$ cat config.mk
export PLATFORM = sky130hd
export DESIGN_NAME = grid_triangle_index_generator
export DESIGN_NICKNAME = d
export VERILOG_FILES = /design/src/rtl/core/gtig_pkg.sv /design/src/rtl/core/gtig_div.sv /design/src/rtl/core/grid_triangle_index_generator.sv
export SDC_FILE = /design/constraint.sdc
export NUM_CORES = 1
export LEC_CHECK = 0
export ABC_AREA = 1
export BUFFER_PORTS_ARGS = -buffer_cell sky130_fd_sc_hd__buf_2
export CORE_MARGIN = 2
export CORE_UTILIZATION = 30
export CTS_CLUSTER_SIZE = 40
export DETAILED_ROUTE_END_ITERATION = 12
export GPL_TIMING_DRIVEN = 0
export SYNTH_ARGS = -nofsm -noshare
export SYNTH_HDL_FRONTEND = slang
export SYNTH_SLANG_ARGS = --single-unit
$ cat constraint.sdc
create_clock -name clk -period 13.43 [get_ports clk]
set_input_delay 2.686 -clock clk [delete_from_list [all_inputs] [get_ports clk]]
set_output_delay 2.686 -clock clk [all_outputs]
set_load 0.02 [all_outputs]
$ cat src/rtl/core/gtig_pkg.sv
`timescale 1ns / 1ps

package gtig_pkg;

    localparam int CFG_W  = 13;   // configuration register width
    localparam int IDX_W  = 26;   // vertex index width
    localparam int QCNT_W = 14;   // quad row / column counter width
    localparam int DIVD_W = 14;   // divider dividend / quotient width
    localparam int DIVS_W = 13;   // divider divisor / remainder width

    // register indexes on the configuration port
    localparam logic REG_GRID_WIDTH   = 1'b0;
    localparam logic REG_REGION_WIDTH = 1'b1;

    typedef enum logic [2:0] {
        ST_IDLE,
        ST_DIV_RPS,
        ST_MUL,
        ST_IDX,
        ST_EMIT,
        ST_DIV_COL
    } state_t;

    typedef struct packed {
        logic              start;
        logic [DIVD_W-1:0] dividend;
        logic [DIVS_W-1:0] divisor;
    } div_req_t;

    typedef struct packed {
        logic              busy;
        logic              done;
        logic [DIVD_W-1:0] quotient;
        logic [DIVS_W-1:0] remainder;
    } div_rsp_t;

endpackage

$ cat src/rtl/core/gtig_div.sv
`timescale 1ns / 1ps

// Restoring divider, one quotient bit per cycle.
module gtig_div (
    input  logic               clk,
    input  logic               rst_n,
    input  gtig_pkg::div_req_t req,
    output gtig_pkg::div_rsp_t rsp
);
    import gtig_pkg::*;

    localparam int CNT_W = $clog2(DIVD_W + 1);

    logic [DIVS_W-1:0] rem_reg, rem_next;
    logic [DIVS_W-1:0] dsr_reg, dsr_next;
    logic [DIVD_W-1:0] quo_reg, quo_next;
    logic [CNT_W-1:0]  cnt_reg, cnt_next;
    logic              busy_reg, busy_next;
    logic              done_reg, done_next;

    logic [DIVS_W:0]   trial;
    logic [DIVS_W:0]   diff;
    logic              ge;

    assign trial = {rem_reg, quo_reg[DIVD_W-1]};
    assign ge    = trial >= {1'b0, dsr_reg};
    assign diff  = trial - {1'b0, dsr_reg};

    always_comb
    begin
        rem_next  = rem_reg;
        dsr_next  = dsr_reg;
        quo_next  = quo_reg;
        cnt_next  = cnt_reg;
        busy_next = busy_reg;
        done_next = 1'b0;
        if (req.start && !busy_reg)
        begin
            rem_next  = '0;
            quo_next  = req.dividend;
            dsr_next  = req.divisor;
            cnt_next  = CNT_W'(DIVD_W);
            busy_next = 1'b1;
        end
        else if (busy_reg)
        begin
            rem_next = ge ? diff[DIVS_W-1:0] : trial[DIVS_W-1:0];
            quo_next = {quo_reg[DIVD_W-2:0], ge};
            cnt_next = cnt_reg - 1'b1;
            if (cnt_reg == CNT_W'(1))
            begin
                busy_next = 1'b0;
                done_next = 1'b1;
            end
        end
    end

    always_ff @(posedge clk or negedge rst_n)
    begin
        if (!rst_n)
        begin
            cnt_reg  <= '0;
            busy_reg <= 1'b0;
            done_reg <= 1'b0;
        end
        else
        begin
            cnt_reg  <= cnt_next;
            busy_reg <= busy_next;
            done_reg <= done_next;
        end
    end

    always_ff @(posedge clk)
    begin
        rem_reg <= rem_next;
        dsr_reg <= dsr_next;
        quo_reg <= quo_next;
    end

    assign rsp.busy      = busy_reg;
    assign rsp.done      = done_reg;
    assign rsp.quotient  = quo_reg;
    assign rsp.remainder = rem_reg;

endmodule

$ cat src/rtl/core/grid_triangle_index_generator.sv
`timescale 1ns / 1ps

// Triangle index list generator for a square vertex grid tiled into square
// regions. Program grid_width (index 0) and region_width (index 1), both
// clamped to MAX_GRID_WIDTH, while the block is idle. A word with restart=1
// computes regions_per_side = ceil((grid_width-1)/(region_width-1)) and
// clears the walk; it yields no output and uses the 14-step shared
// divider. Each word with restart=0 yields one quad (two triangles, six
// indices) through the multiply, add and emit states; when the quad
// closes a region, the column-offset modulo then runs in the same
// divider. in_ready is high only while the sequencer is idle. final_quad
// marks the last quad; advance words after that give no output.
module grid_triangle_index_generator #(
    parameter int MAX_GRID_WIDTH = 4096
) (
    input  logic                         clk,
    input  logic                         rst_n,
    // configuration write port
    input  logic                         cfg_wr_en,
    input  logic                         cfg_wr_index,
    input  logic [gtig_pkg::CFG_W-1:0]   cfg_wr_data,
    // input word
    input  logic                         in_valid,
    output logic                         in_ready,
    input  logic                         restart,
    // output word
    output logic                         out_valid,
    input  logic                         out_ready,
    output logic [gtig_pkg::IDX_W-1:0]   tri0_a,
    output logic [gtig_pkg::IDX_W-1:0]   tri0_b,
    output logic [gtig_pkg::IDX_W-1:0]   tri0_c,
    output logic [gtig_pkg::IDX_W-1:0]   tri1_a,
    output logic [gtig_pkg::IDX_W-1:0]   tri1_b,
    output logic [gtig_pkg::IDX_W-1:0]   tri1_c,
    output logic                         final_quad
);
    import gtig_pkg::*;

    // clamp limit, saturated to what the 13-bit registers can hold
    localparam logic [CFG_W-1:0] MAX_W =
        (MAX_GRID_WIDTH > (2 ** CFG_W) - 1) ? {CFG_W{1'b1}} : CFG_W'(MAX_GRID_WIDTH);

    // configuration
    logic [CFG_W-1:0] grid_width_reg, region_width_reg;

    // sequencer and walk state
    state_t            state_reg, state_next;
    logic [CFG_W-1:0]  regions_reg, regions_next;
    logic [CFG_W-1:0]  region_row_reg, region_row_next;
    logic [CFG_W-1:0]  region_col_reg, region_col_next;
    logic [QCNT_W-1:0] quad_row_reg, quad_row_next;
    logic [QCNT_W-1:0] quad_col_reg, quad_col_next;
    logic [CFG_W-1:0]  col_offset_reg, col_offset_next;
    logic [QCNT_W-1:0] row_offset_reg, row_offset_next;
    logic              active_reg, active_next;

    // index datapath
    logic [IDX_W-1:0]  prod_reg, prod_next;
    logic [IDX_W-1:0]  top_reg, top_next;

    // output register
    logic              out_valid_reg, out_valid_next;
    logic [IDX_W-1:0]  tri0_a_reg, tri0_a_next;
    logic [IDX_W-1:0]  tri0_b_reg, tri0_b_next;
    logic [IDX_W-1:0]  tri0_c_reg, tri0_c_next;
    logic [IDX_W-1:0]  tri1_c_reg, tri1_c_next;
    logic              final_reg, final_next;

    div_req_t div_req;
    div_rsp_t div_rsp;

    logic [CFG_W-1:0]  w_cl, r_cl, q, wm1;
    logic              widths_ok;
    logic              in_fire, emit_fire;
    logic [QCNT_W:0]   z, x;
    logic [2*QCNT_W-1:0] prod_full;
    logic [IDX_W-1:0]  bot, bot_p1, top_p1;

    // walk step (used in emit)
    logic [QCNT_W-1:0] qc1, qr1;
    logic [CFG_W-1:0]  rc1, rr1;
    logic              col_wrap, row_wrap, reg_col_wrap, reg_row_wrap;

    gtig_div u_div (
        .clk   (clk),
        .rst_n (rst_n),
        .req   (div_req),
        .rsp   (div_rsp)
    );

    // config registers
    always_ff @(posedge clk or negedge rst_n)
    begin
        if (!rst_n)
        begin
            grid_width_reg   <= CFG_W'(2);
            region_width_reg <= CFG_W'(2);
        end
        else if (cfg_wr_en)
        begin
            case (cfg_wr_index)
                REG_GRID_WIDTH:   grid_width_reg   <= cfg_wr_data;
                REG_REGION_WIDTH: region_width_reg <= cfg_wr_data;
                default:          ;
            endcase
        end
    end

    assign w_cl      = (grid_width_reg > MAX_W) ? MAX_W : grid_width_reg;
    assign r_cl      = (region_width_reg > MAX_W) ? MAX_W : region_width_reg;
    assign q         = r_cl - 1'b1;
    assign wm1       = w_cl - 1'b1;
    assign widths_ok = (w_cl >= CFG_W'(2)) && (r_cl >= CFG_W'(2));

    assign in_ready  = (state_reg == ST_IDLE);
    assign in_fire   = in_valid && in_ready;
    // emit waits for a free output slot
    assign emit_fire = (state_reg == ST_EMIT) && (!out_valid_reg || out_ready);

    // vertex coordinates and products
    assign z         = {1'b0, row_offset_reg} + {1'b0, quad_row_reg};
    assign x         = {2'b0, col_offset_reg} + {1'b0, quad_col_reg};
    assign prod_full = {{(QCNT_W-1){1'b0}}, z} * {{(2*QCNT_W-CFG_W){1'b0}}, w_cl};
    assign bot       = top_reg + {{(IDX_W-CFG_W){1'b0}}, w_cl};
    assign bot_p1    = bot + IDX_W'(1);
    assign top_p1    = top_reg + IDX_W'(1);

    // counter cascade: column, row, region column, region row
    assign qc1          = quad_col_reg + 1'b1;
    assign qr1          = quad_row_reg + 1'b1;
    assign rc1          = region_col_reg + 1'b1;
    assign rr1          = region_row_reg + 1'b1;
    assign col_wrap     = qc1 >= {1'b0, q};
    assign row_wrap     = col_wrap && (qr1 >= {1'b0, q});
    assign reg_col_wrap = row_wrap && (rc1 >= regions_reg);
    assign reg_row_wrap = reg_col_wrap && (rr1 >= regions_reg);

    // next state
    always_comb
    begin
        state_next = state_reg;
        case (state_reg)
            ST_IDLE:
            begin
                if (in_fire)
                begin
                    if (restart)
                    begin
                        if (widths_ok)
                            state_next = ST_DIV_RPS;
                    end
                    else if (active_reg && widths_ok && (regions_reg != '0))
                    begin
                        state_next = ST_MUL;
                    end
                end
            end
            ST_DIV_RPS:
            begin
                if (div_rsp.done)
                    state_next = ST_IDLE;
            end
            ST_MUL:
                state_next = ST_IDX;
            ST_IDX:
                state_next = ST_EMIT;
            ST_EMIT:
            begin
                if (emit_fire)
                    state_next = row_wrap ? ST_DIV_COL : ST_IDLE;
            end
            ST_DIV_COL:
            begin
                if (div_rsp.done)
                    state_next = ST_IDLE;
            end
            default:
                state_next = ST_IDLE;
        endcase
    end

    // datapath and walk updates
    always_comb
    begin
        regions_next    = regions_reg;
        region_row_next = region_row_reg;
        region_col_next = region_col_reg;
        quad_row_next   = quad_row_reg;
        quad_col_next   = quad_col_reg;
        col_offset_next = col_offset_reg;
        row_offset_next = row_offset_reg;
        active_next     = active_reg;
        prod_next       = prod_reg;
        top_next        = top_reg;
        tri0_a_next     = tri0_a_reg;
        tri0_b_next     = tri0_b_reg;
        tri0_c_next     = tri0_c_reg;
        tri1_c_next     = tri1_c_reg;
        final_next      = final_reg;
        out_valid_next  = out_valid_reg && !out_ready;

        div_req.start    = 1'b0;
        div_req.dividend = {1'b0, wm1} + {1'b0, q} - 1'b1;
        div_req.divisor  = q;

        case (state_reg)
            ST_IDLE:
            begin
                if (in_fire)
                begin
                    if (restart)
                    begin
                        region_row_next = '0;
                        region_col_next = '0;
                        quad_row_next   = '0;
                        quad_col_next   = '0;
                        col_offset_next = '0;
                        row_offset_next = '0;
                        if (widths_ok)
                        begin
                            // ceil((w-1)/q) as ((w-1)+(q-1))/q
                            div_req.start = 1'b1;
                        end
                        else
                        begin
                            regions_next = '0;
                            active_next  = 1'b0;
                        end
                    end
                    else if (!(active_reg && widths_ok && (regions_reg != '0)))
                    begin
                        active_next = 1'b0;
                    end
                end
            end
            ST_DIV_RPS:
            begin
                if (div_rsp.done)
                begin
                    regions_next = div_rsp.quotient[CFG_W-1:0];
                    active_next  = (div_rsp.quotient[CFG_W-1:0] != '0);
                end
            end
            ST_MUL:
                prod_next = prod_full[IDX_W-1:0];
            ST_IDX:
                top_next = prod_reg + {{(IDX_W-QCNT_W-1){1'b0}}, x};
            ST_EMIT:
            begin
                if (emit_fire)
                begin
                    out_valid_next = 1'b1;
                    tri0_a_next    = top_reg;
                    tri0_b_next    = bot;
                    tri0_c_next    = bot_p1;
                    tri1_c_next    = top_p1;
                    final_next     = reg_row_wrap;

                    quad_col_next = col_wrap ? '0 : qc1;
                    if (col_wrap)
                        quad_row_next = row_wrap ? '0 : qr1;
                    if (row_wrap)
                    begin
                        // (col_offset + q) mod (w - 1) in the divider
                        div_req.start    = 1'b1;
                        div_req.dividend = {1'b0, col_offset_reg} + {1'b0, q};
                        div_req.divisor  = wm1;
                        region_col_next  = reg_col_wrap ? '0 : rc1;
                    end
                    if (reg_col_wrap)
                    begin
                        row_offset_next = row_offset_reg + {1'b0, q};
                        region_row_next = rr1;
                    end
                    if (reg_row_wrap)
                        active_next = 1'b0;
                end
            end
            ST_DIV_COL:
            begin
                if (div_rsp.done)
                    col_offset_next = div_rsp.remainder;
            end
            default: ;
        endcase
    end

    always_ff @(posedge clk or negedge rst_n)
    begin
        if (!rst_n)
        begin
            state_reg      <= ST_IDLE;
            regions_reg    <= '0;
            region_row_reg <= '0;
            region_col_reg <= '0;
            quad_row_reg   <= '0;
            quad_col_reg   <= '0;
            col_offset_reg <= '0;
            row_offset_reg <= '0;
            active_reg     <= 1'b0;
            out_valid_reg  <= 1'b0;
        end
        else
        begin
            state_reg      <= state_next;
            regions_reg    <= regions_next;
            region_row_reg <= region_row_next;
            region_col_reg <= region_col_next;
            quad_row_reg   <= quad_row_next;
            quad_col_reg   <= quad_col_next;
            col_offset_reg <= col_offset_next;
            row_offset_reg <= row_offset_next;
            active_reg     <= active_next;
            out_valid_reg  <= out_valid_next;
        end
    end

    always_ff @(posedge clk)
    begin
        prod_reg   <= prod_next;
        top_reg    <= top_next;
        tri0_a_reg <= tri0_a_next;
        tri0_b_reg <= tri0_b_next;
        tri0_c_reg <= tri0_c_next;
        tri1_c_reg <= tri1_c_next;
        final_reg  <= final_next;
    end

    assign out_valid  = out_valid_reg;
    assign tri0_a     = tri0_a_reg;
    assign tri0_b     = tri0_b_reg;
    assign tri0_c     = tri0_c_reg;
    assign tri1_a     = tri0_a_reg;
    assign tri1_b     = tri0_c_reg;
    assign tri1_c     = tri1_c_reg;
    assign final_quad = final_reg;

    // a quad is only ever emitted from a live sequence
    a_emit_active: assert property (@(posedge clk) disable iff (!rst_n)
        (state_reg == ST_EMIT) |-> active_reg)
        else $error("emit without active sequence");

    // a live sequence always has a nonzero region count
    a_active_regions: assert property (@(posedge clk) disable iff (!rst_n)
        active_reg |-> (regions_reg != '0))
        else $error("active sequence with zero regions");

    // the divider is idle whenever a new word is taken
    a_div_idle: assert property (@(posedge clk) disable iff (!rst_n)
        in_fire |-> !div_rsp.busy)
        else $error("word accepted while divider busy");

endmodule

* After elaboration in Yosys (flattened, before gate mapping)
Cells that the tools add are included.
** Word-level totals
- Flip-flop bits (word level) :: 328
- Bits in latches :: 0
- Memory bits (writable) :: 0
- Memory bits (read-only) :: 0
- Output and inout bits :: 159
- Memories :: 0
** Operators by class
- $add $sub $neg :: 18
- $mul :: 1
- Div/mod/pow operators :: 0
- $lt $le $gt $ge :: 9
- Equal/unequal tests :: 21
- Shift-type cells :: 0
- Mux-type cells :: 66
- Bitwise gates (word level) :: 1
- Reduce and logical (&&, ||, !) cells :: 34
** Operators by type and width (number)
- $mux W13 :: 15
- $mux W14 :: 11
- $pmux W13 S2 :: 4
- $pmux W14 S2 :: 3
- $mux W28 :: 2
- $add A26 B1 Y26 const B :: 2
- $ge A14 B13 Y1 :: 3
- $add A13 B13 Y14 :: 2
- $add A14 B1 Y14 const B :: 2
- $mux W27 :: 1
- $add A13 B1 Y13 const B :: 2
- $add A26 B13 Y26 :: 1
- $add A26 B15 Y26 :: 1
- $ge A13 B13 Y1 :: 2
- $ge A13 B2 Y1 const B :: 2
- $gt A13 B13 Y1 const B :: 2
- $mul A15 B13 Y26 :: 1
- $reduce_bool A13 Y1 :: 2
- $sub A13 B1 Y13 const B :: 2
- $reduce_and A5 Y1 :: 5
- $mux W3 :: 7
- $mux W1 :: 18
- $add A13 B14 Y15 :: 1
- $add A14 B14 Y15 :: 1
- other kinds (28) :: 58

* Longest topological paths before layout
- Depth in word-level cells :: 10
- Depth in mapped cells :: 37

* Cells and area by module
Synthesis repeated with hierarchy kept, for this count alone.
** Second synthesis, totals
- Cell total of the unflattened synthesis :: 3488
- Area total of the unflattened synthesis :: 28373.5 um2
** Modules (own cells, without submodules)
- grid_triangle_index_generator :: instances 1, cells each 3117, area an instance 25527.0 um2
- gtig_div :: instances 1, cells each 371, area an instance 2846.5 um2

* Worst setup path after synthesis
Ideal clock, no wire load.
- Path kind :: register -> register
- Start :: register quad_row_reg[0]
- End :: register prod_reg[25] (data pin)
- Arrival :: 6.278 ns
- Data required time :: 13.178 ns
- Slack :: 6.900 ns
- Stages on the path, launching flop included :: 31
- Path buffers :: 0
- Cells stage by stage :: dfrtp_1 ha_1 inv_1 fa_1 nand3b_1 nand2_1 nand2_1 nand2_1 a21oi_1 o21ai_0 xor2_1 nand2_1 fa_1 inv_1 fa_1 fa_1 fa_1 inv_1 fa_1 inv_1 ha_1 nand2_1 nor2_1 nor3b_1 nand4_1 nand3_1 nand3_1 nand2_1 a21oi_1 nand3_1 nand2_1
** Between the ends
- Longest elaborated chain between the ends :: 2
** RTL lines
- start, declared :: line grid_triangle_index_generator.sv:51 : logic [QCNT_W-1:0] quad_row_reg, quad_row_next;
- start signal, assigned :: line grid_triangle_index_generator.sv:309 : quad_row_reg <= quad_row_next;
- $add A14 B14 Y15 :: line grid_triangle_index_generator.sv:121 : assign z = {1'b0, row_offset_reg} + {1'b0, quad_row_reg};
- $mul A15 B13 Y26 :: line grid_triangle_index_generator.sv:123 : assign prod_full = {{(QCNT_W-1){1'b0}}, z} * {{(2*QCNT_W-CFG_W){1'b0}}, w_cl};
- via prod_full[25] :: line grid_triangle_index_generator.sv:76 : logic [2*QCNT_W-1:0] prod_full;
- end signal, assigned :: line grid_triangle_index_generator.sv:320 : prod_reg <= prod_next;
- end, declared :: line grid_triangle_index_generator.sv:58 : logic [IDX_W-1:0] prod_reg, prod_next;
The timed path passes the listed nets, and every way through them passes these cells.
A chain may end at the register's enable or synchronous reset.

* Worst setup path after layout
Same ends and word-level chain as after synthesis.

==> flow_summary.ini <==
[hold_path]
hp-start = top_reg[13]$_DFFE_PN_
hold_path_class = reg2reg
hold_path_depth = 0
hold_path_end = tri0_a[13]$_DFFE_PP_

[setup_path]
crit_fanout = 9
cp_slowest_stage_delay_ns = 0.76
timing.rr.start = quad_row_reg[0]$_DFFE_PN0P_
cp-startpoint = quad_row_reg[0]$_DFFE_PN0P_
worstSetupEndpointType = flip-flop
worstRegToRegCells = 30
critical_path_class = reg2reg
worst_ep_arrival_time_ns = 8.55
cp.required_ns = 13.74
cpMaxStageDelayCell = xor2_1
reg2reg_to = prod_reg[25]$_DFFE_PP_
critPathLaunchType = flip-flop
rrSetupSlack_ns = 5.19

[routing]
drc = 0
vias = 23003
ant_nets = 0
wl_per_cell_um = 16.0
drt_iter0_markers = 1663
first_pass_iters = 6
routed_wl_mm = 78.6
vias_per_cell = 4.68

[cts]
cts_buffers = 40
path_clk_slew_ns = 0.06
cts_sinks = 328
cts_resized = 0
clk_latency_ns = 0.60
cts_setup_buffers = 0
clk_path_buf_depth = 3
holdBufCountCts = 0
htreeDepth = 2
root_buffer = clkbuf_16
cts_tree = built

[power_and_ir_drop]
p_int_uw = 2750
combPwrFrac_pct = 46.5
fin_total_pwr_uw = 4940
p_sw_share_pct = 44.2
power_density_mw_per_mm2 = 154
power.share.sequential_pct = 29.5
power.leakage_uw = 0.0157
vdd_drop_max_v = 0.000112
p_sw_uw = 2180
clkPwrFrac_pct = 23.9

[job]
cap_violations = 0

[finish]
instances_no_fill = 4917
finish.instance_area_mm2 = 0.0320
nets = 4048
drive_gt1_share_pct = 10.3
antennaDiodeCount = 0
area_growth_pct = 14.2
fin_util_pct = 34.4

[synth]
ys_warn_count = 0
ys_seq_area_share_pct = 32.3
synthArstFlopShare_pct = 39.9
syn_inst = 3410
synth-seq-cells = 328
yosysTopAreaCell = edfxtp_1
synth_top_flop_cell = edfxtp_1
synth_top_area_share_pct = 19.7
syn_nets = 3826
synth-edff-count = 184
syn_area_mm2 = 0.0280
syn_area_per_cell_um2 = 8.22
synth_common_cells = nand2_1 (718), inv_1 (584), nor2_1 (301)
synth.area.top_cells = edfxtp_1 (20%), fa_1 (12%), dfrtp_1 (12%)
synth.most_common_cell = nand2_1
synth_cell_type_count = 64

[sta]
period_minus_slack_ns = 8.24
hold_violations = 0
setup_viol = 0
finClkSkew_ns = 0.0409
final.period_utilization_pct = 61.4
slew_violations = 0
finalSetupTns_ns = 0
max_freq_ghz = 0.121
slew_headroom_pct = 30.8
rsz0062_at_grt = false
worstMarginPinSlew_ns = 1.03

[die]
fp.dieH_um = 310
ios = 179
start_util_pct = 30.1
die_width_um = 310
row_count = 112
die-area_mm2 = 0.0960
core_area_mm2 = 0.0930

[placed_design]
place_area_mm2 = 0.0306
place_hpwl_mm = 63.6
placedCellCount = 4844
gp_congestion = 0.910
portBuffers = 178

[grt]
grt_pass1_wl_mm = 124
grt_max_degree = 77
antenna_found_initial = 2
grt_pass1_vias = 22087
grt_overflow_total = 0
grt_usage_pct = 16.3

[status]
status = completed
==> critical path, delay by kind of cell, from the launching register on <==
kind	cells	cell delay, ns
fa+ha+maj	8	3.51
simple gates	14	2.28
xor+xnor	1	0.76
compound gates	3	0.49
buf+inv	4	0.47
flops	1	0.46
==> power by group through the flow <==
| stage | Combinational (uW) | Clock [uW] | Sequential, uW |
|---|---|---|---|
| after global routing | 2580 | 1250 | 1480 |
| after floorplan | 1590 | 0 | 1470 |
| after global placement | 2260 | 0 | 1480 |
| after detailed placement | 2280 | 0 | 1480 |
| final | 2300 | 1180 | 1460 |
| after CTS | 2290 | 1210 | 1460 |
==> final cells by class <==
class / instances / area [um^2]
inverter: 594 / 2230
buffer: 110 / 696
clock inverter: 21 / 274
timing repair buffer: 180 / 952
tap: 1254 / 1570
fill: 9753 / 61000
multi-input combinational: 2378 / 16100
sequential: 328 / 9070
clock buffer: 52 / 1160
==> cells in the final DEF, fill, tap and decap left out, types with 12 or more instances in the layout <==
cell type and instances:
o21ai_1 17, nand3_1 196, inv_1 584, xnor2_1 47, o21ai_0 170, clkbuf_16 45, a21oi_1 161, xor2_1 148
dfrtp_1 129, nand4_1 43, buf_2 186, edfxtp_1 184, nor2_1 299, nand3b_1 17, ha_1 234, dfxtp_1 13
nor3_1 41, buf_4 59, nor4_1 12, nand2_1 718, a21o_1 14, clkbuf_1 34, fa_1 162
==> metal layers <==
| metal | track usage (%) | wire, um | vias up |
|---|---|---|---|
| met3 | 1.89 | 3750 | 87 |
| met1 | 22.8 | 36800 | 10983 |
| met5 | 0 | 0 | - |
| li1 | - | - | 11351 |
| met2 | 27.1 | 36600 | 582 |
| met4 | 3.64 | 1480 | 0 |
==> kinds of logic after synthesis <==
family	count (synthesis)	synth area share [%]
simple gates	1375	21.1
buf+inv	704	10.4
compound gates	409	7.90
fa+ha+maj	396	22.0
flops	328	32.3
xor+xnor	197	6.21
mux	1	0.0357
==> worst max path at each step <==
| stage | to | depth (start not counted) |
|---|---|---|
| final | prod_reg[25]$_DFFE_PP_ | 30 |
| after global routing | prod_reg[25]$_DFFE_PP_ | 30 |
| after CTS | prod_reg[25]$_DFFE_PP_ | 30 |
| after detailed placement | prod_reg[25]$_DFFE_PP_ | 30 |
| after global placement | prod_reg[25]$_DFFE_PP_ | 30 |
| after floorplan | prod_reg[25]$_DFFE_PP_ | 30 |
==> metrics by stage <==
step                      hold slack [ns]  setup slack (ns)
after floorplan                     0.425              6.90
after global placement              0.432              5.22
after detailed placement            0.451              5.25
after CTS                           0.451              5.24
after global routing                0.470              4.76
final                               0.455              5.19
Note: power is estimated with default switching activity, not from simulation.
